### src/sv/m3a_pkg.sv
// Shared types, constants and operand schedule for the 3x3 matrix arithmetic unit.
package m3a_pkg;

	localparam int DIM          = 3;
	localparam int CELLS        = DIM * DIM;
	localparam int POS_W        = $clog2(CELLS);
	localparam int DATA_W       = 32;
	localparam int ACC_W        = 98;
	localparam int DEF_FRAC     = 16;
	localparam int DEF_QDEPTH   = 4;
	localparam logic [POS_W-1:0] LAST_POS = POS_W'(CELLS - 1);

	typedef enum logic [1:0] {
		OP_ADD = 2'd0,
		OP_MUL = 2'd1,
		OP_DET = 2'd2,
		OP_DOT = 2'd3
	} op_t;

	// one accepted element pair, tagged with its matrix position
	typedef struct packed {
		logic [DATA_W-1:0] a;
		logic [DATA_W-1:0] b;
		logic [POS_W-1:0]  pos;
		op_t               op;
	} item_t;

	// one product term: A[x] * (B[y] or A[y]) [* A[z]], negated if neg
	typedef struct packed {
		logic [POS_W-1:0] x;
		logic [POS_W-1:0] y;
		logic [POS_W-1:0] z;
		logic             y_from_b;
		logic             neg;
	} term_t;

	typedef enum logic [2:0] {
		ST_LOAD,
		ST_RDX,
		ST_RDY,
		ST_MUL1,
		ST_MULL,
		ST_MULH,
		ST_ACC,
		ST_EMIT
	} back_state_t;

	function automatic logic [POS_W-1:0] n_groups(input op_t op);
		unique case (op) inside
			OP_ADD, OP_MUL: n_groups = POS_W'(CELLS);
			default:        n_groups = POS_W'(1);
		endcase
	endfunction

	function automatic logic [POS_W-1:0] n_terms(input op_t op);
		unique case (op)
			OP_ADD:  n_terms = POS_W'(1);
			OP_MUL:  n_terms = POS_W'(DIM);
			OP_DET:  n_terms = POS_W'(6);
			default: n_terms = POS_W'(CELLS);
		endcase
	endfunction

	function automatic term_t term_of(input op_t op, input logic [POS_W-1:0] grp,
		input logic [POS_W-1:0] k);
		term_t            t;
		logic [POS_W-1:0] row3;
		logic [POS_W-1:0] col;
		logic [POS_W-1:0] k3;
		t    = '0;
		row3 = (grp >= POS_W'(6)) ? POS_W'(6) : (grp >= POS_W'(3)) ? POS_W'(3) : '0;
		col  = grp - row3;
		k3   = (k == POS_W'(0)) ? '0 : (k == POS_W'(1)) ? POS_W'(3) : POS_W'(6);
		unique case (op)
			OP_ADD: begin
				t.x = grp;
				t.y = grp;
				t.y_from_b = 1'b1;
			end
			OP_MUL: begin
				t.x = row3 + k;
				t.y = k3 + col;
				t.y_from_b = 1'b1;
			end
			OP_DET: begin
				// cofactor expansion along the first row, six signed triples
				unique case (k)
					POS_W'(0): begin t.x = 4'd0; t.y = 4'd4; t.z = 4'd8; t.neg = 1'b0; end
					POS_W'(1): begin t.x = 4'd0; t.y = 4'd7; t.z = 4'd5; t.neg = 1'b1; end
					POS_W'(2): begin t.x = 4'd1; t.y = 4'd3; t.z = 4'd8; t.neg = 1'b1; end
					POS_W'(3): begin t.x = 4'd1; t.y = 4'd6; t.z = 4'd5; t.neg = 1'b0; end
					POS_W'(4): begin t.x = 4'd2; t.y = 4'd3; t.z = 4'd7; t.neg = 1'b0; end
					default:   begin t.x = 4'd2; t.y = 4'd6; t.z = 4'd4; t.neg = 1'b1; end
				endcase
			end
			default: begin
				t.x = k;
				t.y = k;
				t.y_from_b = 1'b1;
			end
		endcase
		return t;
	endfunction

endpackage

### src/sv/m3a_fifo.sv
// Short item queue between the front and back parts.
module m3a_fifo
	import m3a_pkg::*;
#(
	parameter int DEPTH = DEF_QDEPTH
) (
	input  logic  clk,
	input  logic  arst_n,
	input  logic  push,
	input  item_t push_item,
	output logic  full,
	input  logic  pop,
	output item_t head,
	output logic  empty
);

	localparam int PTR_W = (DEPTH > 1) ? $clog2(DEPTH) : 1;
	localparam int CNT_W = $clog2(DEPTH + 1);

	item_t            slot_q [DEPTH];
	logic [PTR_W-1:0] wr_ptr_q;
	logic [PTR_W-1:0] rd_ptr_q;
	logic [CNT_W-1:0] count_q;
	logic             do_push;
	logic             do_pop;

	assign full    = (count_q == CNT_W'(DEPTH));
	assign empty   = (count_q == '0);
	assign do_push = push && !full;
	assign do_pop  = pop && !empty;
	assign head    = slot_q[rd_ptr_q];

	always_ff @(posedge clk) begin
		if (do_push) begin
			slot_q[wr_ptr_q] <= push_item;
		end
	end

	always_ff @(posedge clk or negedge arst_n) begin
		if (!arst_n) begin
			wr_ptr_q <= '0;
			rd_ptr_q <= '0;
			count_q  <= '0;
		end else begin
			if (do_push) begin
				wr_ptr_q <= (wr_ptr_q == PTR_W'(DEPTH - 1)) ? '0 : wr_ptr_q + 1'b1;
			end
			if (do_pop) begin
				rd_ptr_q <= (rd_ptr_q == PTR_W'(DEPTH - 1)) ? '0 : rd_ptr_q + 1'b1;
			end
			case ({do_push, do_pop})
				2'b10:   count_q <= count_q + 1'b1;
				2'b01:   count_q <= count_q - 1'b1;
				default: count_q <= count_q;
			endcase
		end
	end

endmodule

### config.mk
export PLATFORM = sky130hd
export DESIGN_NAME = m3a_fifo
export DESIGN_NICKNAME = d
export VERILOG_FILES = /design/src/sv/m3a_pkg.sv /design/src/sv/m3a_fifo.sv
export SDC_FILE = /design/constraint.sdc
export NUM_CORES = 1
export LEC_CHECK = 0
export BUFFER_PORTS_ARGS = -buffer_cell sky130_fd_sc_hd__buf_2
export CAP_MARGIN = 20
export CORE_UTILIZATION = 57
export DETAILED_ROUTE_END_ITERATION = 10
export PLACE_DENSITY = 0.79
export SLEW_MARGIN = 40
export SYNTH_ARGS = -nofsm -noshare
export SYNTH_HDL_FRONTEND = slang
export SYNTH_SLANG_ARGS = --single-unit
### constraint.sdc
create_clock -name clk -period 3.9 [get_ports clk]
set_clock_uncertainty 0.15 [all_clocks]
set_input_delay 0.39 -clock clk [delete_from_list [all_inputs] [get_ports clk]]
set_output_delay 0.39 -clock clk [all_outputs]
set_load 0.02 [all_outputs]
==> reports/metrics.cfg <==
[clocking]
cts_tree=built
hold_buffers=71
cts_num_sinks=287
cts-root-buf=clkbuf_16
clock_latency_ns=0.51
cts_buffers=27
cts_resized=0
clockBufferDepth=3
ctsHtreeMaxLevel=1
clkSlewWorstSetupHoldPaths_ns=0.06
postCtsSetupRepairBufs=0

[global_routing]
grt_first_pass_wirelength_um=30270
first_global_vias=5529
grt-ovfl-total=0
grt_use_total=0.2077
grt_max_degree=32
antenna_found_initial=0

[drt]
ant_nets=0
wl_per_cell_um=21.42
vias=5035
drc=21
viasPerCell=5.626
drtIter0Drc=336
wl_um=19170
drt_first_pass_iters=8

[cells_and_area]
final_common_cell=edfxtp_1
nets=728
drive_gt1_frac=0.4084
area.growth.synth_to_final_pct=24.20
final_cell_mix=edfxtp_1, buf_2, dlygate4sd3_1, mux4_2, clkbuf_16
diodes=0

[yosys]
syn_area_per_cell_um2=26.18
synth.distinct_cells=21
syn_area_um2=10630
synth_cells=406
yosys_warnings=0
ys_ff_latch=287
synth_fp_nets=487
ys_seq_area_frac=0.8075

[sta]
worst_pin_slew_ns=0.5120
relSlewSlack=0.6587
whs_ns=0.1103
tns_ns=0
min_period_ns=3.048
hold_viol_final=0
fmax_ghz=0.3280
rsz0062_at_grt=false
drv_slew=0
setup_violations=0
period_share=0.7816

[power_and_ir_drop]
p_leak_nw=4.602
power_w=0.009889
p_per_area_nw_per_um2=749.1
ir_drop_v=0.0004765

[critical_path]
path_max_fanout=26
worstPathRequired_ns=3.36
critical_path.endpoint_type=output pin
path_class=reg -> out
worst_setup_path_start_kind=flop
crit_arrival_ns=2.51

[floorplan]
die_w_um=138.6
die_area_um2=19200
core.rowCount=49
dieHeight_um=138.6
start_util=0.5857
core_um2=18150
io-pin-count=146

[placed_design]
post-dp-hpwl_um=11510
numPortBuffers=145
place_congestion=0.7184

[outcome]
failed_checks=design-rule violations
outcome=finished, violations left

[flow_run]
cap_violations=0

[hold_path]
hold_class=in -> async

-- stage by stage --
step	std cells	setup slack, ns	util	instance area, µm²
6_report	895	0.8516	0.7275	13200
5_1_grt	895	0.6610	0.7275	13200
4_1_cts	895	0.7608	0.7275	13200
3_5_place_dp	776	1.321	0.6445	11700
3_3_place_gp	766	1.345	0.6335	11500
2_1_floorplan	406	0.8341	-	10630
-- final cells by class --
class	instances	area, µm²
clock buffer	33	698.2
timing repair buffer	228	1664
tap	229	286.5
multi-input combinational	96	1839
inverter	7	26.28
fill	1046	4946
clock inverter	15	96.34
sequential	287	8591
-- logic make-up (layout without fill, tap and decap cells) --
group,after synthesis,count (layout),synth area share
buf+inv,23,283,0.02036
simple gates,11,11,0.006474
mux,75,75,0.1542
fa+ha+maj,7,7,0.008946
flops,287,287,0.8075
xor+xnor,3,3,0.002472
-- synth_stat cells, drive strengths merged --
master	number	area share
nor2b	1	0.00082
ha	6	0.0071
clkbuf	1	0.00035
xnor2	1	0.00082
fa	1	0.0019
nor2	3	0.0011
dfrtp	7	0.016
xor2	2	0.0016
and2	4	0.0024
nor3b	1	0.0012
mux4	70	0.15
mux2i	1	0.00094
edfxtp	280	0.79
buf	15	0.018
inv	7	0.0025
nand2b	1	0.00059
mux2	4	0.0042
nor3	1	0.00047
-- flip-flops by register name, indices dropped and copies added, names as in the netlist --
signal,count
rd_ptr_q,2
wr_ptr_q,2
slot_q,280
count_q,3
-- power breakdown --
part / switching, W / total, W / internal [W]
clock: 0.00103 / 0.00236 / 0.00133
sequential: 0.000261 / 0.00434 / 0.00408
combinational: 0.00180 / 0.00319 / 0.00140
-- worst max-delay path, cell delays in order, from the launching register on --
cell and delay [ns]:
dfrtp_4 0.76, buf_4 0.43, mux4_1 0.61, buf_2 0.18
-- routing by layer --
metal,global-route usage,routed length [µm],up-vias,part of all wire
li1,-,-,2214,-
met3,0.04282,1241,25,0.065
met2,0.3553,9767,166,0.51
met1,0.2748,7810,2630,0.41
met4,0.05795,349,0,0.018
met5,0,0,-,0
-- final timing paths --
check / startpoint / endpoint / slack [ns] / depth (start not counted)
max in group asynchronous: arst_n / rd_ptr_q[0]$_DFFE_PN0P_ / 3.30 / 2
min: arst_n / count_q[2]$_DFFE_PN0P_ / 0.11 / 2
max reg2reg: count_q[2]$_DFFE_PN0P_ / slot_q[2][67]$_DFFE_PP_ / 1.65 / 5
min in group clk: pop / rd_ptr_q[1]$_DFFE_PN0P_ / 0.15 / 3
max: rd_ptr_q[0]$_DFFE_PN0P_ / head[0] / 0.85 / 3
min reg2reg: count_q[2]$_DFFE_PN0P_ / count_q[2]$_DFFE_PN0P_ / 0.35 / 1
No activity file was read; power rests on OpenSTA's default activity.
