==> src/sv/m3a_pkg.sv <==
// Shared types, constants and operand schedule for the 3x3 matrix arithmetic unit.
package m3a_pkg;

	localparam int DIM          = 3;
	localparam int CELLS        = DIM * DIM;
	localparam int POS_W        = $clog2(CELLS);
	localparam int DATA_W       = 32;
	localparam int ACC_W        = 98;
	localparam int DEF_FRAC     = 16;
	localparam int DEF_QDEPTH   = 4;
	localparam logic [POS_W-1:0] LAST_POS = POS_W'(CELLS - 1);

	typedef enum logic [1:0] {
		OP_ADD = 2'd0,
		OP_MUL = 2'd1,
		OP_DET = 2'd2,
		OP_DOT = 2'd3
	} op_t;

	// one accepted element pair, tagged with its matrix position
	typedef struct packed {
		logic [DATA_W-1:0] a;
		logic [DATA_W-1:0] b;
		logic [POS_W-1:0]  pos;
		op_t               op;
	} item_t;

	// one product term: A[x] * (B[y] or A[y]) [* A[z]], negated if neg
	typedef struct packed {
		logic [POS_W-1:0] x;
		logic [POS_W-1:0] y;
		logic [POS_W-1:0] z;
		logic             y_from_b;
		logic             neg;
	} term_t;

	typedef enum logic [2:0] {
		ST_LOAD,
		ST_RDX,
		ST_RDY,
		ST_MUL1,
		ST_MULL,
		ST_MULH,
		ST_ACC,
		ST_EMIT
	} back_state_t;

	function automatic logic [POS_W-1:0] n_groups(input op_t op);
		unique case (op) inside
			OP_ADD, OP_MUL: n_groups = POS_W'(CELLS);
			default:        n_groups = POS_W'(1);
		endcase
	endfunction

	function automatic logic [POS_W-1:0] n_terms(input op_t op);
		unique case (op)
			OP_ADD:  n_terms = POS_W'(1);
			OP_MUL:  n_terms = POS_W'(DIM);
			OP_DET:  n_terms = POS_W'(6);
			default: n_terms = POS_W'(CELLS);
		endcase
	endfunction

	function automatic term_t term_of(input op_t op, input logic [POS_W-1:0] grp,
		input logic [POS_W-1:0] k);
		term_t            t;
		logic [POS_W-1:0] row3;
		logic [POS_W-1:0] col;
		logic [POS_W-1:0] k3;
		t    = '0;
		row3 = (grp >= POS_W'(6)) ? POS_W'(6) : (grp >= POS_W'(3)) ? POS_W'(3) : '0;
		col  = grp - row3;
		k3   = (k == POS_W'(0)) ? '0 : (k == POS_W'(1)) ? POS_W'(3) : POS_W'(6);
		unique case (op)
			OP_ADD: begin
				t.x = grp;
				t.y = grp;
				t.y_from_b = 1'b1;
			end
			OP_MUL: begin
				t.x = row3 + k;
				t.y = k3 + col;
				t.y_from_b = 1'b1;
			end
			OP_DET: begin
				// cofactor expansion along the first row, six signed triples
				unique case (k)
					POS_W'(0): begin t.x = 4'd0; t.y = 4'd4; t.z = 4'd8; t.neg = 1'b0; end
					POS_W'(1): begin t.x = 4'd0; t.y = 4'd7; t.z = 4'd5; t.neg = 1'b1; end
					POS_W'(2): begin t.x = 4'd1; t.y = 4'd3; t.z = 4'd8; t.neg = 1'b1; end
					POS_W'(3): begin t.x = 4'd1; t.y = 4'd6; t.z = 4'd5; t.neg = 1'b0; end
					POS_W'(4): begin t.x = 4'd2; t.y = 4'd3; t.z = 4'd7; t.neg = 1'b0; end
					default:   begin t.x = 4'd2; t.y = 4'd6; t.z = 4'd4; t.neg = 1'b1; end
				endcase
			end
			default: begin
				t.x = k;
				t.y = k;
				t.y_from_b = 1'b1;
			end
		endcase
		return t;
	endfunction

endpackage

==> src/sv/m3a_back.sv <==
// Execution side: matrix stores, shared multiplier, accumulator and result register.
module m3a_back
	import m3a_pkg::*;
#(
	parameter int FRAC_BITS = DEF_FRAC
) (
	input  logic              clk,
	input  logic              arst_n,
	input  item_t             q_head,
	input  logic              q_empty,
	output logic              q_pop,
	output logic              m_tvalid,
	input  logic              m_tready,
	output logic [DATA_W-1:0] m_tdata,
	output logic              m_tlast
);

	logic [DATA_W-1:0] a_mem [CELLS];
	logic [DATA_W-1:0] b_mem [CELLS];
	logic [DATA_W-1:0] a_rd_q;
	logic [DATA_W-1:0] b_rd_q;

	back_state_t       state_q;
	back_state_t       state_nx;
	op_t               op_q;
	logic [POS_W-1:0]  grp_q;
	logic [POS_W-1:0]  k_q;
	logic [DATA_W-1:0] opx_q;
	logic [DATA_W-1:0] opyb_q;
	logic [DATA_W-1:0] opz_q;
	logic [63:0]       prod_q;
	logic [64:0]       ml_q;
	logic [63:0]       mh_q;
	logic [ACC_W-1:0]  acc_q;
	logic              m_valid_q;
	logic [DATA_W-1:0] m_data_q;
	logic              m_last_q;

	term_t             term;
	logic              last_term;
	logic              last_grp;
	logic              out_load;
	logic [POS_W-1:0]  rd_a;
	logic [POS_W-1:0]  rd_b;
	logic signed [32:0] mul_a;
	logic signed [32:0] mul_b;
	logic signed [65:0] mul_p;
	logic [ACC_W-1:0]  term_val;
	logic signed [ACC_W-1:0] shifted;
	logic [DATA_W-1:0] sat_val;
	logic              fits;

	assign term      = term_of(op_q, grp_q, k_q);
	assign last_term = (k_q == n_terms(op_q) - 1'b1);
	assign last_grp  = (grp_q == n_groups(op_q) - 1'b1);

	// stores: written while loading, read one address per cycle with registered data
	always_ff @(posedge clk) begin
		if (q_pop) begin
			a_mem[q_head.pos] <= q_head.a;
			b_mem[q_head.pos] <= q_head.b;
		end
		a_rd_q <= a_mem[rd_a];
		b_rd_q <= b_mem[rd_b];
	end

	// next state
	always_comb begin
		state_nx = state_q;
		unique case (state_q)
			ST_LOAD: if (!q_empty && q_head.pos == LAST_POS) state_nx = ST_RDX;
			ST_RDX:  state_nx = ST_RDY;
			ST_RDY:  state_nx = ST_MUL1;
			ST_MUL1: state_nx = (op_q == OP_DET) ? ST_MULL : ST_ACC;
			ST_MULL: state_nx = ST_MULH;
			ST_MULH: state_nx = ST_ACC;
			ST_ACC:  state_nx = last_term ? ST_EMIT : ST_RDX;
			ST_EMIT: begin
				if (out_load) state_nx = last_grp ? ST_LOAD : ST_RDX;
			end
			default: state_nx = ST_LOAD;
		endcase
	end

	// outputs of the sequencer
	always_comb begin
		q_pop    = 1'b0;
		rd_a     = term.x;
		rd_b     = term.y;
		out_load = 1'b0;
		unique case (state_q)
			ST_LOAD: q_pop = !q_empty;
			ST_RDY:  rd_a = term.y;
			ST_MUL1: rd_a = term.z;
			ST_EMIT: out_load = !m_valid_q || m_tready;
			default: begin
				rd_a = term.x;
			end
		endcase
	end

	// one shared signed 33x33 multiplier
	always_comb begin
		mul_a = 33'(signed'(opx_q));
		mul_b = term.y_from_b ? 33'(signed'(opyb_q)) : 33'(signed'(a_rd_q));
		case (state_q)
			ST_MULL: begin
				mul_a = signed'({1'b0, prod_q[31:0]});
				mul_b = 33'(signed'(a_rd_q));
			end
			ST_MULH: begin
				mul_a = 33'(signed'(prod_q[63:32]));
				mul_b = 33'(signed'(opz_q));
			end
			default: begin
				mul_a = 33'(signed'(opx_q));
			end
		endcase
		mul_p = mul_a * mul_b;
	end

	// triple product recombined from its two halves
	always_comb begin
		if (op_q == OP_DET) begin
			term_val = ACC_W'(signed'({mh_q, 32'd0})) + ACC_W'(signed'(ml_q));
		end else begin
			term_val = ACC_W'(signed'(prod_q));
		end
	end

	// floor shift then saturate to 32 bits
	always_comb begin
		unique case (op_q)
			OP_ADD:  shifted = signed'(acc_q);
			OP_DET:  shifted = signed'(acc_q) >>> (2 * FRAC_BITS);
			default: shifted = signed'(acc_q) >>> FRAC_BITS;
		endcase
		fits    = (&shifted[ACC_W-1:DATA_W-1]) || !(|shifted[ACC_W-1:DATA_W-1]);
		sat_val = fits ? shifted[DATA_W-1:0]
		               : (shifted[ACC_W-1] ? 32'h8000_0000 : 32'h7FFF_FFFF);
	end

	always_ff @(posedge clk) begin
		unique case (state_q)
			ST_RDY: begin
				opx_q  <= a_rd_q;
				opyb_q <= b_rd_q;
			end
			ST_MUL1: begin
				if (op_q == OP_ADD) begin
					prod_q <= 64'(signed'(opx_q)) + 64'(signed'(opyb_q));
				end else begin
					prod_q <= mul_p[63:0];
				end
			end
			ST_MULL: begin
				opz_q <= a_rd_q;
				ml_q  <= mul_p[64:0];
			end
			ST_MULH: mh_q <= mul_p[63:0];
			default: begin
				opx_q <= opx_q;
			end
		endcase
		if (out_load) begin
			m_data_q <= sat_val;
			m_last_q <= last_grp;
		end
	end

	always_ff @(posedge clk or negedge arst_n) begin
		if (!arst_n) begin
			state_q   <= ST_LOAD;
			op_q      <= OP_MUL;
			grp_q     <= '0;
			k_q       <= '0;
			acc_q     <= '0;
			m_valid_q <= 1'b0;
		end else begin
			state_q <= state_nx;
			if (out_load) begin
				m_valid_q <= 1'b1;
			end else if (m_tready) begin
				m_valid_q <= 1'b0;
			end
			unique case (state_q)
				ST_LOAD: begin
					if (q_pop) begin
						op_q  <= q_head.op;
						grp_q <= '0;
						k_q   <= '0;
						acc_q <= '0;
					end
				end
				ST_ACC: begin
					acc_q <= term.neg ? acc_q - term_val : acc_q + term_val;
					if (!last_term) k_q <= k_q + 1'b1;
				end
				ST_EMIT: begin
					if (out_load && !last_grp) begin
						grp_q <= grp_q + 1'b1;
						k_q   <= '0;
						acc_q <= '0;
					end
				end
				default: begin
					k_q <= k_q;
				end
			endcase
		end
	end

	assign m_tvalid = m_valid_q;
	assign m_tdata  = m_data_q;
	assign m_tlast  = m_last_q;

endmodule

==> config.mk <==
export PLATFORM = sky130hd
export DESIGN_NAME = m3a_back
export DESIGN_NICKNAME = d
export VERILOG_FILES = /design/src/sv/m3a_pkg.sv /design/src/sv/m3a_back.sv
export SDC_FILE = /design/constraint.sdc
export NUM_CORES = 2
export LEC_CHECK = 0
export BUFFER_PORTS_ARGS = -buffer_cell sky130_fd_sc_hd__buf_2
export CAP_MARGIN = 20
export CORE_MARGIN = 2
export CORE_UTILIZATION = 37
export CTS_CLUSTER_SIZE = 14
export DETAILED_ROUTE_END_ITERATION = 10
export PLACE_DENSITY = 0.53
export SYNTH_ARGS = -nofsm -noshare
export SYNTH_HDL_FRONTEND = slang
export SYNTH_SLANG_ARGS = --single-unit
==> constraint.sdc <==
create_clock -name clk -period 15.1 [get_ports clk]
set_input_delay 0.755 -clock clk [delete_from_list [all_inputs] [get_ports clk]]
set_output_delay 0.755 -clock clk [all_outputs]
set_load 0.05 [all_outputs]
==> results by group <==
Yosys
  • Syn avg cell area: 10.4 um^2
  • Largest cells by area after synthesis: edfxtp_1 (29%), fa_1 (24%), ha_1 (5.6%)
  • Register area share after synthesis: 33.2%
  • Post-synth EDFFs: 898
  • Synthesized netlist cell count: 8,987
  • Top FF cell, synth: edfxtp_1
  • Async SR Flop Fraction: 10.4%
  • Yosys top cell area share: 28.8%
  • Netlist cell types: 111
  • Register bit count reported by yosys: 1,074
  • Syn_nets: 10,600
  • Syn. warnings: 0
  • Area leader, netlist: edfxtp_1
  • Synthesized cell area: 93,700 um^2

Timing
  • Max-slew violation count: 0
  • FMAX: 80.6 MHz
  • Relative slew slack: 29.7%
  • Worst-case clock skew: 103 ps
  • Final Hold Vio Count: 0
  • Final setup vio count: 0
  • Worst-Margin Slew: 1050 ps
  • Period minus WS final: 12,400 ps
  • Setup_tns: 0 ps
  • Fin crit share: 82.1%
  • Unrepaired setup endpoints after global routing: no
  • Hold WS: 247 ps

Setup path
  • WP data arrival: 13,020 ps
  • Critical Path Most Common Cell: fa_1
  • Reg2reg start: state_q[2]
  • Crit. End Element: register
  • CP max FO: 48
  • Startpoint Class: register
  • Crit-path slowest cell: buf_4
  • Worst Setup Path Type: register to register
  • Worst Setup SP: state_q[2]
  • WP data required: 15,710 ps
  • Slowest stage delay, CP: 700 ps

Floorplanning
  • Die area: 257,000 um^2
  • Core Footprint: 252,000 um^2
  • IO Pins: 109
  • FP Rows: 184
  • Initial Util: 37.2%
  • Die width: 507 um
  • Die H: 507 um

Detailed routing
  • Via density: 5.51
  • DRT met1 WL: 131 mm
  • Met3 wire length: 27.7 mm
  • Top routing layer in use: met5
  • Routed Wire Length: 322 mm
  • Detailed Routing Iterations Pass 1: 6
  • DRC violation total after the first TritonRoute iteration: 6,395
  • Vias: 68,300
  • DRC: 0
  • Total length of routed met2 wires: 149 mm
  • Antenna Nets Post-Route: 0
  • WL/cell: 26.0 um

Place
  • # port buffers: 108
  • Placed cell count: 12,200
  • Placed Instance Area: 98,400 um^2
  • Final HPWL DP: 245 mm
  • GPL Wtd Cong: 0.965

Finish
  • Nets: 10,600
  • Filler instances: 24,200
  • Post-Layout Cell Count: 12,400
  • Area Overhead vs Synth: 8.91%
  • Post-layout instance area: 102,000 um^2
  • Multi-input gate area: 56,800 um^2
  • Share of cells above drive strength 1: 8.13%
  • Reg area: 31,100 um^2

Global route
  • First-pass GRT wire length: 474 mm
  • Largest net degree at the start of global routing: 93
  • GRT overflow: 0
  • Vias in the first global route: 70,000
  • Initial antenna violation count: 49
  • GRT Total Usage: 24.9%

Clock network
  • TritonCTS buffer count: 104
  • CTS clk-pin slew, worst paths: 70 ps
  • Post-CTS setup buffers: 0
  • Root Driver: clkbuf_16
  • Clock Latency Late Sink: 790 ps
  • Clock Path Buffers: 3
  • Clock Sinks: 1,074
  • H-tree depth: 3
  • CTS tree: done

Worst hold path
  • Hold Crit Start: q_head[34]
  • Worst min-delay path class: input pin to register

Run status
  • Status: complete, no violations

Flow run
  • Max-capacitance violation count: 0
cell type report:
| class | count | share of cell area (%) |
|---|---|---|
| clock inverter | 38 | 0.455 |
| tap | 3348 | 4.11 |
| sequential | 1074 | 30.5 |
| timing repair buffer | 299 | 1.94 |
| antenna | 16 | 0.0393 |
| clock buffer | 158 | 2.99 |
| inverter | 1168 | 4.30 |
| multi-input combinational | 6288 | 55.7 |
routing by layer:
metal,track usage (%),vias up
met5,0,-
met4,8.59,52
met3,5.92,591
met2,40.3,2585
met1,32.7,35000
li1,-,30100
flip-flops by register name, summed over array words and instances (netlist names), 64 cells and up:
register  count
b_mem       288
ml_q         65
a_mem       288
prod_q       64
acc_q        98
mh_q         64
worst max-delay path: cells and delay by family (launching register included):
family	cells	cell delay (ps)
adders and majority gates	9	4590
AOI/OAI and AO/OA	8	2570
buffers and inverters	8	2200
and+or+nand+nor	7	1790
DFF	1	560
xor gates and xnor gates	1	400
cell usage after synthesis (all sizes together) (10+ instances only):
master   instances
o2111ai         10
dfrtp          111
xnor2          175
a22o            11
and3            36
a2111oi         10
nor3           102
a211o           16
edfxtp         898
o21ai          399
o22ai           34
a41oi           12
ha             422
mux2i          209
and4            13
fa            1143
nand2b          64
buf             88
o211ai          28
nor2b           35
nand2          945
or2             34
a21oi          462
nand3b          10
mux4           128
o31ai           36
nand4           86
nand3          105
clkbuf         369
inv           1167
a21boi          15
nor4            39
o21bai          46
a31oi           48
nor2          1007
or3             36
a21o           158
a211oi          26
a31o            10
dfxtp           64
o21a            61
and2            36
xor2           143
layout by cell type (no fill, tap or decap), drive strengths merged, types with 13 or more instances in the layout:
master / n
mux2i: 209
nand3: 105
nand4: 86
o21ai: 399
clkbuf: 158
and3: 36
nor3: 102
nor2: 1007
fa: 1143
edfxtp: 898
clkinv: 25
xor2: 143
ha: 422
nor4: 39
inv: 1173
a21oi: 462
o21a: 61
a21o: 158
o21bai: 46
a31oi: 48
buf: 298
o31ai: 36
nand2b: 64
nand2: 945
nor2b: 35
o211ai: 28
dfxtp: 64
o22ai: 34
dfrtp: 111
and4: 13
mux4: 128
diode: 16
a211oi: 26
or3: 36
a21boi: 15
or2: 34
and2: 36
a211o: 16
xnor2: 175
kinds of logic after synthesis:
kind of cell | synth area share, %
AO/OA/AOI/OAI | 9.79
XOR/XNOR | 2.97
adder cells (fa/ha/maj) | 30.1
buffers and inverters | 6.59
flip-flops | 33.2
multiplexers | 5.38
AND/OR/NAND/NOR | 12.0
per-stage QoR:
step	utilization [%]	worst slack, ps
after floorplan	-	1190
final	40.5	2700
after detailed placement	39.1	3090
after CTS	40.5	3010
after global routing	40.5	2300
after global placement	39.1	3190
repair_timing:
| action | CTS | global route |
|---|---|---|
| resized for setup | 0 | 0 |
| hold buffers | 1 | 0 |
| endpoints found under the hold margin | 23 | 0 |
worst paths after layout:
check                           cells past startpoint            to  slack, ps
min in group asynchronous                           2     acc_q[33]        500
max in group asynchronous                           3       op_q[1]      13490
worst max-delay path                               33    prod_q[59]       2700
worst min-delay path                                1  b_mem[3][28]        250
worst max register to register                     33    prod_q[59]       2700
worst min register to register                      0    opyb_q[12]        400
Power is not shown: default switching activity piles up to over one toggle a cycle in this logic, so the estimate is an artifact.
