### src/sv/m3a_pkg.sv
// Shared types, constants and operand schedule for the 3x3 matrix arithmetic unit.
package m3a_pkg;

	localparam int DIM          = 3;
	localparam int CELLS        = DIM * DIM;
	localparam int POS_W        = $clog2(CELLS);
	localparam int DATA_W       = 32;
	localparam int ACC_W        = 98;
	localparam int DEF_FRAC     = 16;
	localparam int DEF_QDEPTH   = 4;
	localparam logic [POS_W-1:0] LAST_POS = POS_W'(CELLS - 1);

	typedef enum logic [1:0] {
		OP_ADD = 2'd0,
		OP_MUL = 2'd1,
		OP_DET = 2'd2,
		OP_DOT = 2'd3
	} op_t;

	// one accepted element pair, tagged with its matrix position
	typedef struct packed {
		logic [DATA_W-1:0] a;
		logic [DATA_W-1:0] b;
		logic [POS_W-1:0]  pos;
		op_t               op;
	} item_t;

	// one product term: A[x] * (B[y] or A[y]) [* A[z]], negated if neg
	typedef struct packed {
		logic [POS_W-1:0] x;
		logic [POS_W-1:0] y;
		logic [POS_W-1:0] z;
		logic             y_from_b;
		logic             neg;
	} term_t;

	typedef enum logic [2:0] {
		ST_LOAD,
		ST_RDX,
		ST_RDY,
		ST_MUL1,
		ST_MULL,
		ST_MULH,
		ST_ACC,
		ST_EMIT
	} back_state_t;

	function automatic logic [POS_W-1:0] n_groups(input op_t op);
		unique case (op) inside
			OP_ADD, OP_MUL: n_groups = POS_W'(CELLS);
			default:        n_groups = POS_W'(1);
		endcase
	endfunction

	function automatic logic [POS_W-1:0] n_terms(input op_t op);
		unique case (op)
			OP_ADD:  n_terms = POS_W'(1);
			OP_MUL:  n_terms = POS_W'(DIM);
			OP_DET:  n_terms = POS_W'(6);
			default: n_terms = POS_W'(CELLS);
		endcase
	endfunction

	function automatic term_t term_of(input op_t op, input logic [POS_W-1:0] grp,
		input logic [POS_W-1:0] k);
		term_t            t;
		logic [POS_W-1:0] row3;
		logic [POS_W-1:0] col;
		logic [POS_W-1:0] k3;
		t    = '0;
		row3 = (grp >= POS_W'(6)) ? POS_W'(6) : (grp >= POS_W'(3)) ? POS_W'(3) : '0;
		col  = grp - row3;
		k3   = (k == POS_W'(0)) ? '0 : (k == POS_W'(1)) ? POS_W'(3) : POS_W'(6);
		unique case (op)
			OP_ADD: begin
				t.x = grp;
				t.y = grp;
				t.y_from_b = 1'b1;
			end
			OP_MUL: begin
				t.x = row3 + k;
				t.y = k3 + col;
				t.y_from_b = 1'b1;
			end
			OP_DET: begin
				// cofactor expansion along the first row, six signed triples
				unique case (k)
					POS_W'(0): begin t.x = 4'd0; t.y = 4'd4; t.z = 4'd8; t.neg = 1'b0; end
					POS_W'(1): begin t.x = 4'd0; t.y = 4'd7; t.z = 4'd5; t.neg = 1'b1; end
					POS_W'(2): begin t.x = 4'd1; t.y = 4'd3; t.z = 4'd8; t.neg = 1'b1; end
					POS_W'(3): begin t.x = 4'd1; t.y = 4'd6; t.z = 4'd5; t.neg = 1'b0; end
					POS_W'(4): begin t.x = 4'd2; t.y = 4'd3; t.z = 4'd7; t.neg = 1'b0; end
					default:   begin t.x = 4'd2; t.y = 4'd6; t.z = 4'd4; t.neg = 1'b1; end
				endcase
			end
			default: begin
				t.x = k;
				t.y = k;
				t.y_from_b = 1'b1;
			end
		endcase
		return t;
	endfunction

endpackage

### src/sv/m3a_front.sv
// Input side: accept items, tag each with its matrix position and operation.
module m3a_front
	import m3a_pkg::*;
(
	input  logic               clk,
	input  logic               arst_n,
	input  logic               s_tvalid,
	output logic               s_tready,
	input  logic [2*DATA_W-1:0] s_tdata,
	input  logic               cfg_wen,
	input  logic [1:0]         cfg_wdata,
	input  logic               q_full,
	output logic               q_push,
	output item_t              q_item
);

	logic [POS_W-1:0] pos_q;
	op_t              op_q;

	assign s_tready     = !q_full;
	assign q_push       = s_tvalid && !q_full;
	assign q_item.a     = s_tdata[DATA_W-1:0];
	assign q_item.b     = s_tdata[2*DATA_W-1:DATA_W];
	assign q_item.pos   = pos_q;
	assign q_item.op    = op_q;

	always_ff @(posedge clk or negedge arst_n) begin
		if (!arst_n) begin
			pos_q <= '0;
			op_q  <= OP_MUL;
		end else begin
			if (cfg_wen) begin
				op_q <= op_t'(cfg_wdata);
			end
			if (q_push) begin
				pos_q <= (pos_q == LAST_POS) ? '0 : pos_q + 1'b1;
			end
		end
	end

endmodule

### config.mk
export PLATFORM = sky130hd
export DESIGN_NAME = m3a_front
export DESIGN_NICKNAME = d
export VERILOG_FILES = /design/src/sv/m3a_pkg.sv /design/src/sv/m3a_front.sv
export SDC_FILE = /design/constraint.sdc
export NUM_CORES = 1
export LEC_CHECK = 0
export ABC_CLOCK_PERIOD_IN_PS = 1300
export BUFFER_PORTS_ARGS = -buffer_cell sky130_fd_sc_hd__buf_2
export CORE_UTILIZATION = 26
export DETAILED_ROUTE_END_ITERATION = 8
export HOLD_SLACK_MARGIN = 0.1
export PLACE_DENSITY = 0.78
export SETUP_SLACK_MARGIN = 0.02
export SLEW_MARGIN = 20
export SYNTH_ARGS = -nofsm -noshare
export SYNTH_HDL_FRONTEND = slang
export SYNTH_SLANG_ARGS = --single-unit
### constraint.sdc
create_clock -name clk -period 1.3 [get_ports clk]
set_input_delay 0.26 -clock clk [delete_from_list [all_inputs] [get_ports clk]]
set_output_delay 0.26 -clock clk [all_outputs]
set_load 0.01 [all_outputs]
==> key figures, run 1 <==
Run status
  – Status: finished, violations left
  – Failing checks: DRC

Worst setup path
  – RR Endpoint: pos_q[0]$_DFFE_PN0P_
  – CP Class: flip-flop to flip-flop
  – Reg2reg start: pos_q[0]$_DFFE_PN0P_
  – Worst path cell trace: inv_1 > ha_1 > a311oi_1 > a21o_1
  – Reg2Reg Depth: 4
  – Startpoint types: flip-flop
  – Critical Path AT: 1.38 ns
  – CP required: 1.49 ns
  – Slowest-stage cell, CP: dfrtp_1
  – R2r setup slk: 0.12 ns
  – CP Max Fanout: 6
  – Element type at the critical path end: flip-flop
  – Slowest stage delay, CP: around 0.43 ns

GRT
  – Vias in the first global route: about 370
  – GRT overflow: 0
  – Largest net degree at the start of global routing: 7
  – GRT Util Overall: 0.07585
  – Initial antenna violation count: 0
  – First-pass GRT wire length: around 1.8 mm

Timing
  – Hold Slack: 0.2418 ns
  – Fin worst setup slack: ~0.12 ns
  – Clock period minus worst slack: 1.182 ns
  – Period utilisation layout: 0.9092
  – Slew HR: 0.8493
  – Setup Total Neg Slack: 0 ns
  – Final Max Tran Viols: 0
  – Max Clk Rate: approximately 850 MHz
  – RSZ-0062 raised after global routing: no
  – Worst slew pin tran: 0.2245 ns
  – Endpoints failing setup: 0
  – Hold Vio Cnt, Final: 0
  – Clk_skew: 0.003124 ns

Synthesis
  – Synthesized Nets: around 170
  – Post-Synthesis Cells: 93
  – Synth top area share: 0.6164
  – Synthesized area: just under 800 um^2
  – Synth area leader: buf_4
  – Yosys reg bits: 6
  – Synth cell types: 16
  – Post-Syn Area per Cell: 8.382 um^2
  – Register area share after synthesis: 0.1942
  – Ys Warns: 0
  – Synth area leaders: buf_4 (62%), dfrtp_1 (16%), mux2_2 (4.3%)

Layout
  – Diode count: 0
  – Final instance area: 444.2 um^2
  – Layout cells sized above 1: 0.4583
  – Area Overhead vs Synth: -43.02%
  – Register Area: around 150 um^2
  – Core Util, Final: 0.1583
  – Nets: 122
  – Fillers: 324
  – Finished Layout Cells: 79
  – Most frequent cells in the layout: buf_2 (14), dfrtp_1 (5), inv_1 (4)
  – Multi-input gate area: 128.9 um^2
  – Commonest non-fill, non-tap cell in the layout: buf_2

Clocking
  – H-tree depth: 1
  – TritonCTS clock tree: done
  – Count of clock tree sinks: 6
  – Post-CTS Setup Repair Bufs: 0
  – Clk_lat worst skew: approximately 0.25 ns
  – Clock tree buffer depth: 2
  – PostCTS Resize Cnt: 0
  – Root Buffer Master: clkbuf_4
  – Worst-path clk slew: 0.06 ns
  – CTS Buf Count: 3
  – CTS Hold Buffers Added: 1

Floorplan
  – Row cnt: 19
  – Die H: 56.76 um
  – Die ar.: 0.003221 mm^2
  – Die W: roughly 57 um
  – Ports: 143
  – Core Area: 0.002805 mm^2
  – Initial Utilization: 0.2779

Pwr
  – Pwr Density: 1898 mW/mm^2
  – Power share of the clock group: 0.238
  – Power share of the combinational group: 0.351
  – VDD IR max: 0.6124 mV
  – Sequential power share: 0.412
  – Internal power: approximately 0.5 mW
  – Net switching component of the power: 0.3293 mW
  – Leak pwr: 0.2257 nW
  – Overall power: roughly 0.84 mW
  – Sw frac: 0.3907

Placement
  – Final GP Congestion: 0.6583
  – Port bufs: 14
  – Placed cell count: 74
  – Worst slack at placement: between 0.1 and 0.15 ns
  – DP HPWL: approximately 1000 um
  – DP Area: 407.9 um^2

Worst hold path
  – Hold_sp: cfg_wdata[1]
  – Worst hold stages: 2
  – Hold/Removal Path Class: primary input to flip-flop
  – Worst hold endpoint: op_q[1]$_DFFE_PN0P_

Detailed routing
  – Routed wire length: 1.262 mm
  – WL/cell: 15.97 um
  – Vias post-DR: about 350
  – DR vias/cell: 4.443
  – Initial DRT Pass Iterations: 6
  – Remaining antenna violation count after routing: 0
  – DRC errors left: 20
  – 1st-iter DRT viols: 31

Run
  – Max-Cap Viols: 0
[Yosys cell counts, drive strengths merged]
library cell  count
inv               5
a21o              1
nand2             3
nor2              1
mux2              3
o21ai             2
a21oi             1
nand2b            1
nand3             2
dfstp             1
or4               1
ha                2
buf              64
a311oi            1
dfrtp             5
[per-layer routing]
| layer | part of all wire | routed length [um] | global-route usage |
|---|---|---|---|
| met5 | 0 | 0 | 0 |
| met4 | 0.057 | 72 | 0.04878 |
| met3 | 0.25 | 317 | 0.09677 |
| met2 | 0.44 | 556 | 0.1173 |
| met1 | 0.25 | 316 | 0.04596 |
[power by group through the flow]
stage / Clock [mW] / Combinational, mW / Sequential [mW]
2_1_floorplan: 0 / 0.353 / 0.363
3_3_place_gp: 0 / 0.284 / 0.340
3_5_place_dp: 0 / 0.297 / 0.347
4_1_cts: 0.213 / 0.301 / 0.344
5_1_grt: 0.225 / 0.342 / 0.358
6_report: 0.200 / 0.296 / 0.347
[worst max-delay path: cells and delay by family, from the launching register on]
family | cells | cell delay (ns)
AO/OA/AOI/OAI | 2 | 0.39
adder cells (fa/ha/maj) | 1 | 0.23
buffers and inverters | 1 | 0.07
flip-flops | 1 | 0.43
[cell type report]
cell class	instances	area share
clock buffers	4	0.05915
inverters	5	0.04225
multi-input cells	18	0.2901
flip-flops and latches	6	0.3408
well taps	31	0.08732
repair buffers	15	0.1803
[logic make-up (layout without fill, tap and decap cells)]
group | count (synthesis) | after routing | share of synthesized area
buffers and inverters | 69 | 24 | 0.6404
and+or+nand+nor | 8 | 8 | 0.04976
DFF | 6 | 6 | 0.1942
AOI/OAI and AO/OA | 5 | 5 | 0.04013
muxes | 3 | 3 | 0.04334
adders and majority gates | 2 | 2 | 0.03210
[sequential cells by signal, indices dropped and copies added (netlist names)]
| signal | cells |
|---|---|
| op_q | 2 |
| pos_q | 4 |
[worst max path at each step]
stage	start	endpoint	slack [ns]	cells past startpoint
after floorplan	pos_q[0]$_DFFE_PN0P_	pos_q[2]$_DFFE_PN0P_	0.16	3
after global placement	q_full	pos_q[3]$_DFFE_PN0P_	0.14	4
after detailed placement	q_full	pos_q[3]$_DFFE_PN0P_	0.12	4
after CTS	pos_q[0]$_DFFE_PN0P_	pos_q[0]$_DFFE_PN0P_	0.12	4
after global routing	pos_q[0]$_DFFE_PN0P_	pos_q[3]$_DFFE_PN0P_	0.07	5
final	pos_q[0]$_DFFE_PN0P_	pos_q[0]$_DFFE_PN0P_	0.12	4
Note: power is estimated with default switching activity, not from simulation.
==> run 2: changes to the inputs <==
--- a/config.mk
+++ b/config.mk
@@ -5,12 +5,14 @@
 export SDC_FILE = /design/constraint.sdc
 export NUM_CORES = 1
 export LEC_CHECK = 0
+export ABC_AREA = 1
 export ABC_CLOCK_PERIOD_IN_PS = 1300
 export BUFFER_PORTS_ARGS = -buffer_cell sky130_fd_sc_hd__buf_2
 export CORE_UTILIZATION = 26
 export DETAILED_ROUTE_END_ITERATION = 8
 export HOLD_SLACK_MARGIN = 0.1
 export PLACE_DENSITY = 0.78
+export REMOVE_ABC_BUFFERS = 1
 export SETUP_SLACK_MARGIN = 0.02
 export SLEW_MARGIN = 20
 export SYNTH_ARGS = -nofsm -noshare
==> run 2 against run 1 <==
Effect of this change: the run still ends with DRC left; synthesized area rose by 1.3%; clock-buffer cell count did not move; sequential share of layout area fell by 0.75 points; critical path type is now flip-flop to primary output; largest cell class unchanged.
==> key figures, run 2 <==
Floorplan
  – Die W: 57.11 um (+0.62%)
  – Ports: 143 (unchanged)
  – Initial Utilization: 0.2814 (+0.003568)
  – Row cnt: 19 (unchanged)
  – Die H: 57.11 um (+0.62%)
  – Core Area: 0.002805 mm^2 (unchanged)
  – Die ar.: 0.003261 mm^2 (+1.2%)

Placement
  – Port bufs: 14 (unchanged)
  – Final GP Congestion: 0.8546 (+30%)
  – DP HPWL: 4.534 mm (+360%)

Worst hold path
  – Worst hold stages: 2 (unchanged)
  – Hold_sp: cfg_wdata[1]
  – Worst hold endpoint: op_q[1]$_DFFE_PN0P_
  – Hold/Removal Path Class: primary input to flip-flop

GRT
  – Grt met1 use: 0.05571 (+0.009749)
  – GRT Util Overall: 0.2833 (+0.2074)
  – Vias in the first global route: 412 (+12%)
  – Initial antenna violation count: 0 (unchanged)
  – M3 GR Usage: 0.2676 (+0.1708)
  – Grt met2 use: 0.6235 (+0.5062)
  – First-pass GRT wire length: 5.554 mm (+220%)
  – GRT overflow: 0 (unchanged)
  – Largest net degree at the start of global routing: 9 (+2)
  – Gr busiest metal: met2

Synthesis
  – Synth top area share: 0.6086 (-0.007815)
  – Synthesized area: 789.5 um^2 (+1.3%)
  – Yosys reg bits: 6 (unchanged)
  – Post-synth top cells: buf_4 (64), nand2_1 (8), dfrtp_1 (5), inv_1 (5), nor2_1 (5)
  – Top-count cell post-synth: buf_4
  – Post-synth EDFFs: 0 (unchanged)
  – Ys Warns: 0 (unchanged)
  – Synth area leader: buf_4
  – Synth area leaders: buf_4 (61%), dfrtp_1 (16%), nand2_1 (3.8%)
  – Top FF cell, synth: dfrtp_1
  – Asr flop ratio synth: 1.000 (unchanged)
  – Synth cell types: 13 (-3)
  – Register area share after synthesis: 0.1918 (-0.002462)
  – Post-Synthesis Cells: 99 (+6.5%)
  – Post-Syn Area per Cell: 7.975 um^2 (-4.9%)

Worst setup path
  – Worst Path Buf+Inv: 1 (unchanged)
  – R2r setup slk: 0.17 ns (+0.05 ns)
  – Element type at the critical path end: primary output
  – Startpoint types: flip-flop
  – Reg2Reg Depth: 7 (+3)
  – Slowest stage delay, CP: 0.52 ns (+0.09 ns)
  – Reg2reg start: pos_q[0]$_DFFE_PN0P_
  – Critical Path AT: 0.88 ns (-0.50 ns)
  – RR Endpoint: pos_q[2]$_DFFE_PN0P_
  – CP Max Fanout: 2 (-4)
  – CP Class: flip-flop to primary output
  – CP required: 1.04 ns (-0.45 ns)
  – CP top delay family: flip-flops
  – Slowest-stage cell, CP: dfstp_2
  – Worst path cell trace: buf_2

Layout
  – Register Area: 151.4 um^2 (unchanged)
  – Commonest non-fill, non-tap cell in the layout: buf_2
  – Multi-input gate area: 138.9 um^2 (+7.8%)
  – Diode count: 0 (unchanged)
  – Nets: 128 (+4.9%)
  – Largest Register: pos_q
  – Largest regs: pos_q (4), op_q (2)
  – Max FFs per register: 4 (unchanged)
  – Area Overhead vs Synth: -42.47%
  – Layout cells sized above 1: 0.4074 (-0.05093)
  – Core Util, Final: 0.1619 (+0.003568)
  – Fillers: 322 (-0.62%)
  – Most frequent cells in the layout: buf_2 (14), nand2_1 (8), inv_1 (5), nor2_1 (5), dfrtp_1 (5)

Timing
  – Max Clk Rate: 875.6 MHz (+3.5%)
  – RSZ-0062 raised after global routing: no
  – Slew HR: 0.8735 (+0.02416)
  – Worst slew pin tran: 0.1894 ns (-0.03517 ns)
  – Final Max Tran Viols: 0 (unchanged)
  – Clk_skew: 0.008904 ns (+0.005780 ns)
  – Period utilisation layout: 0.8785 (-0.03075)
  – Clock period minus worst slack: 1.142 ns (-0.03997 ns)
  – Endpoints failing setup: 0 (unchanged)
  – Hold Slack: 0.2422 ns (+0.0003910 ns)
  – Hold Vio Cnt, Final: 0 (unchanged)
  – Setup Total Neg Slack: 0 ns (unchanged)

Detailed routing
  – 1st-iter DRT viols: 51 (+65%)
  – DRC errors left: 22 (+10%)
  – Remaining antenna violation count after routing: 0 (unchanged)
  – Initial DRT Pass Iterations: 5 (-1)
  – DR vias/cell: 5.376 (+21%)
  – WL/cell: 55.58 um (+250%)
  – Vias post-DR: 457 (+30%)
  – Routed wire length: 4.724 mm (+270%)

Clocking
  – Root Buffer Master: clkbuf_4
  – Worst-path clk slew: 0.06 ns (about the same)
  – PostCTS Resize Cnt: 0 (unchanged)
  – TritonCTS clock tree: done
  – Clk_lat worst skew: 0.25 ns (about the same)
  – H-tree depth: 1 (unchanged)
  – Count of clock tree sinks: 6 (unchanged)
  – Clock tree buffer depth: 2 (unchanged)
  – CTS Buf Count: 3 (unchanged)

Pwr
  – Leak pwr: 0.2364 nW (+4.7%)
  – VDD IR max: 0.2238 mV (-63%)
  – Pwr Density: 1743 mW/mm^2 (-8.1%)

Run status
  – Status: finished, violations left
  – Failing checks: DRC

Run
  – Max-Cap Viols: 0 (unchanged)
-- run 2: cell count changes after synthesis, sizes merged --
cell,change
nand2,+6
nor2,+5
a21o,-1
a311oi,-1
mux2,-1
nand2b,-1
nand3,-1
o21ai,+1
or4,-1
-- run 2: final cells by class --
class	count	area share
flip-flops and latches	6	0.3333
multi-input cells	24	0.3058
repair buffers	15	0.1763
well taps	31	0.08540
clock buffers	4	0.05785
inverters	5	0.04132
-- run 2: worst max path at each step --
stage	cells past startpoint	slack, ns	end	start
final	1	0.16	q_item[0]	op_q[0]$_DFFE_PN1P_
after floorplan	7	0.22	pos_q[3]$_DFFE_PN0P_	pos_q[0]$_DFFE_PN0P_
after global routing	7	0.05	pos_q[3]$_DFFE_PN0P_	pos_q[0]$_DFFE_PN0P_
after global placement	7	0.24	pos_q[3]$_DFFE_PN0P_	pos_q[0]$_DFFE_PN0P_
after CTS	1	0.15	q_item[0]	op_q[0]$_DFFE_PN1P_
after detailed placement	7	0.20	pos_q[2]$_DFFE_PN0P_	pos_q[0]$_DFFE_PN0P_
-- run 2: metal layers --
| layer | vias up | part of all wire | wire, um |
|---|---|---|---|
| met5 | - | 0.0083 | 39 |
| met1 | 178 | 0.078 | 368 |
| li1 | 147 | - | - |
| met4 | 2 | 0.071 | 335 |
| met3 | 20 | 0.22 | 1018 |
| met2 | 110 | 0.63 | 2962 |
-- run 2: power breakdown --
part           switching, mW  internal (mW)  total (mW)
Clock                 0.0797          0.117       0.197
Sequential            0.0652          0.252       0.317
Combinational          0.162          0.116       0.278
Total                  0.307          0.485       0.792
-- run 2: what timing repair did --
action / CTS / global route
endpoints found under the hold margin: 6 / 0
endpoints found under the setup margin: 0 / 0
buffers inserted: 0 / 0
hold buffers: 1 / 0
-- run 2: stage by stage --
stage                     instance area [um^2]  power (mW)  setup WS [ns]  instances
after floorplan                          309.0      0.4673         0.2220         35
after global placement                   417.9      0.5847         0.2389         80
after detailed placement                 417.9      0.5912         0.1955         80
after CTS                                454.2      0.7941         0.1519         85
after global routing                     454.2      0.8420        0.05293         85
final                                    454.2      0.7917         0.1580         85
-- run 2: logic make-up (layout without fill, tap and decap cells) --
family,count (synthesis),in the layout,share of synthesized area
buffers and inverters,69,24,0.6323
AND/OR/NAND/NOR,16,16,0.09033
flip-flops,6,6,0.1918
AO/OA/AOI/OAI,4,4,0.02534
adder cells (fa/ha/maj),2,2,0.03169
multiplexers,2,2,0.02852
==> run 3: changes to the inputs <==
--- a/config.mk
+++ b/config.mk
@@ -11,7 +11,7 @@
 export CORE_UTILIZATION = 26
 export DETAILED_ROUTE_END_ITERATION = 8
 export HOLD_SLACK_MARGIN = 0.1
-export PLACE_DENSITY = 0.78
+export PLACE_DENSITY = 0.89
 export REMOVE_ABC_BUFFERS = 1
 export SETUP_SLACK_MARGIN = 0.02
 export SLEW_MARGIN = 20
==> run 3 against run 2 <==
Effect of this change: the run still ends with DRC left; non-clock buffer count did not move; first-iteration DRC count shrank 20%; power shrank 0.48%; via count shrank 6.8%; critical path type unchanged; largest power group unchanged.
==> key figures, run 3 (synthesis results as in run 2) <==
Layout
  – Layout cells sized above 1: 0.4074 (unchanged)
  – Final instance area: 454.2 um^2 (unchanged)
  – Finished Layout Cells: 85 (unchanged)
  – Commonest non-fill, non-tap cell in the layout: buf_2
  – Largest Register: pos_q
  – Area Overhead vs Synth: -42.47% (unchanged)
  – Most frequent cells in the layout: buf_2 (14), nand2_1 (8), inv_1 (5), nor2_1 (5), dfrtp_1 (5)
  – Max FFs per register: 4 (unchanged)
  – Diode count: 0 (unchanged)
  – Nets: 128 (unchanged)
  – Largest regs: pos_q (4), op_q (2)

Timing
  – Endpoints failing setup: 0 (unchanged)
  – Setup Total Neg Slack: 0 ns (unchanged)
  – Fin worst setup slack: 0.1523 ns (-0.005634 ns)
  – Clk_skew: 0.009575 ns (+0.0006707 ns)
  – Slew HR: 0.8696 (-0.003865)
  – Max Clk Rate: 871.3 MHz (-0.49%)
  – Final Max Tran Viols: 0 (unchanged)
  – Worst slew pin tran: 0.1951 ns (+0.005783 ns)
  – RSZ-0062 raised after global routing: no
  – Hold Vio Cnt, Final: 0 (unchanged)
  – Period utilisation layout: 0.8828 (+0.004334)
  – Clock period minus worst slack: 1.148 ns (+0.005634 ns)

Run status
  – Failing checks: DRC
  – Status: finished, violations left

Floorplan
  – Ports: 143 (unchanged)
  – Die H: 57.11 um (unchanged)
  – Core Area: 0.002805 mm^2 (unchanged)
  – Die W: 57.11 um (unchanged)
  – Initial Utilization: 0.2814 (unchanged)
  – Die ar.: 0.003261 mm^2 (unchanged)
  – Row cnt: 19 (unchanged)

Pwr
  – Sw frac: 0.3841 (-0.003755)
  – Pwr Density: 1735 mW/mm^2 (-0.48%)
  – Internal power: 0.4853 mW (+0.13%)
  – Power share of the combinational group: 0.348 (-0.003)
  – Net switching component of the power: 0.3027 mW (-1.4%)
  – Sequential power share: 0.400 (about the same)
  – Leak pwr: 0.2364 nW (unchanged)
  – Power share of the clock group: 0.252 (+0.004)
  – VDD IR max: 0.3065 mV (+37%)

Worst hold path
  – Hold/Removal Path Class: primary input to flip-flop
  – Worst hold endpoint: op_q[0]$_DFFE_PN1P_
  – Hold_sp: cfg_wdata[0]
  – Worst hold stages: 2 (unchanged)

GRT
  – GRT overflow: 0 (unchanged)
  – GRT Util Overall: 0.2927 (+0.009448)
  – Largest net degree at the start of global routing: 9 (unchanged)
  – First-pass GRT wire length: 5.568 mm (+0.25%)
  – Vias in the first global route: 418 (+1.5%)
  – Initial antenna violation count: 0 (unchanged)

Detailed routing
  – Vias post-DR: 426 (-6.8%)
  – 1st-iter DRT viols: 41 (-20%)
  – Routed wire length: 4.803 mm (+1.7%)
  – DR vias/cell: 5.012 (-6.8%)
  – WL/cell: 56.51 um (+1.7%)
  – Remaining antenna violation count after routing: 0 (unchanged)
  – DRC errors left: 20 (-9.1%)
  – Initial DRT Pass Iterations: 6 (+1)

Clocking
  – Worst-path clk slew: 0.04 ns (-0.02 ns)
  – TritonCTS clock tree: done
  – PostCTS Resize Cnt: 0 (unchanged)
  – Clock tree buffer depth: 2 (unchanged)
  – Clk_lat worst skew: 0.26 ns (about the same)
  – Count of clock tree sinks: 6 (unchanged)
  – CTS Buf Count: 3 (unchanged)
  – Post-CTS Setup Repair Bufs: 0 (unchanged)
  – Root Buffer Master: clkbuf_4
  – H-tree depth: 1 (unchanged)

Worst setup path
  – CP Max Fanout: 2 (unchanged)
  – CP required: 1.04 ns (about the same)
  – Slowest-stage cell, CP: dfstp_2
  – CP top delay family: flip-flops
  – CP Class: flip-flop to primary output
  – Reg2reg start: pos_q[0]$_DFFE_PN0P_
  – Worst Path Buf+Inv: 1 (unchanged)
  – Reg2Reg Depth: 7 (unchanged)
  – Startpoint types: flip-flop
  – Element type at the critical path end: primary output
  – RR Endpoint: pos_q[2]$_DFFE_PN0P_
  – Slowest stage delay, CP: 0.52 ns (about the same)
  – R2r setup slk: 0.17 ns (about the same)
  – Critical Path AT: 0.89 ns (about the same)
  – Worst path cell trace: buf_2

Placement
  – Final GP Congestion: 0.9156 (+7.1%)
  – DP HPWL: 4.573 mm (+0.86%)
  – Worst slack at placement: 0.1873 ns (-0.008226 ns)
  – Placed cell count: 80 (unchanged)
  – DP Area: 417.9 um^2 (unchanged)
  – Port bufs: 14 (unchanged)

Run
  – Max-Cap Viols: 0 (unchanged)
run 3: cell counts in the layout (fill, tap and decap cells not counted):
Identical to the previous run, type by type.
run 3: repair_timing:
item                                    CTS  global route
hold buffers                              1             0
endpoints found under the setup margin    0             0
hold endpoints to repair                  6             0
run 3: per-stage QoR:
| step | power, mW | hold WS [ns] | util |
|---|---|---|---|
| global placement | 0.5759 | 0.09452 | 0.1490 |
| floorplan | 0.4673 | -0.03559 | - |
| CTS | 0.7944 | 0.2420 | 0.1619 |
| finish | 0.7879 | 0.2412 | 0.1619 |
| detailed placement | 0.5930 | 0.09474 | 0.1490 |
| global route | 0.8538 | 0.2392 | 0.1619 |
run 3: cell type report:
| class | instances | area (um^2) |
|---|---|---|
| multi-input cells | 24 | 138.9 |
| repair buffers | 15 | 80.08 |
| clock buffers | 4 | 26.28 |
| fillers | 336 | 2351 |
| flip-flops and latches | 6 | 151.4 |
| well taps | 31 | 38.79 |
| inverters | 5 | 18.77 |
run 3: worst max-delay path by stage:
stage	cells past startpoint	slack (ns)	to	start
after global placement	7	0.23	pos_q[3]$_DFFE_PN0P_	pos_q[0]$_DFFE_PN0P_
after CTS	1	0.15	q_item[0]	op_q[0]$_DFFE_PN1P_
after global routing	7	0.08	pos_q[2]$_DFFE_PN0P_	pos_q[0]$_DFFE_PN0P_
after floorplan	7	0.22	pos_q[3]$_DFFE_PN0P_	pos_q[0]$_DFFE_PN0P_
final	1	0.15	q_item[0]	op_q[0]$_DFFE_PN1P_
after detailed placement	7	0.19	pos_q[3]$_DFFE_PN0P_	pos_q[0]$_DFFE_PN0P_
run 3: power groups by stage:
| stage | Clock, mW | Combinational, mW | Sequential (mW) |
|---|---|---|---|
| 4_1_cts | 0.201 | 0.279 | 0.315 |
| 5_1_grt | 0.217 | 0.309 | 0.327 |
| 2_1_floorplan | 0 | 0.131 | 0.336 |
| 6_report | 0.199 | 0.275 | 0.315 |
| 3_5_place_dp | 0 | 0.275 | 0.318 |
| 3_3_place_gp | 0 | 0.264 | 0.312 |
run 3: metal layers:
metal,share of wire,global-route usage,vias up
li1,-,-,150
met1,0.062,0.04056,153
met2,0.63,0.6487,105
met3,0.24,0.3311,18
met4,0.070,0.1882,0
met5,0,0,-
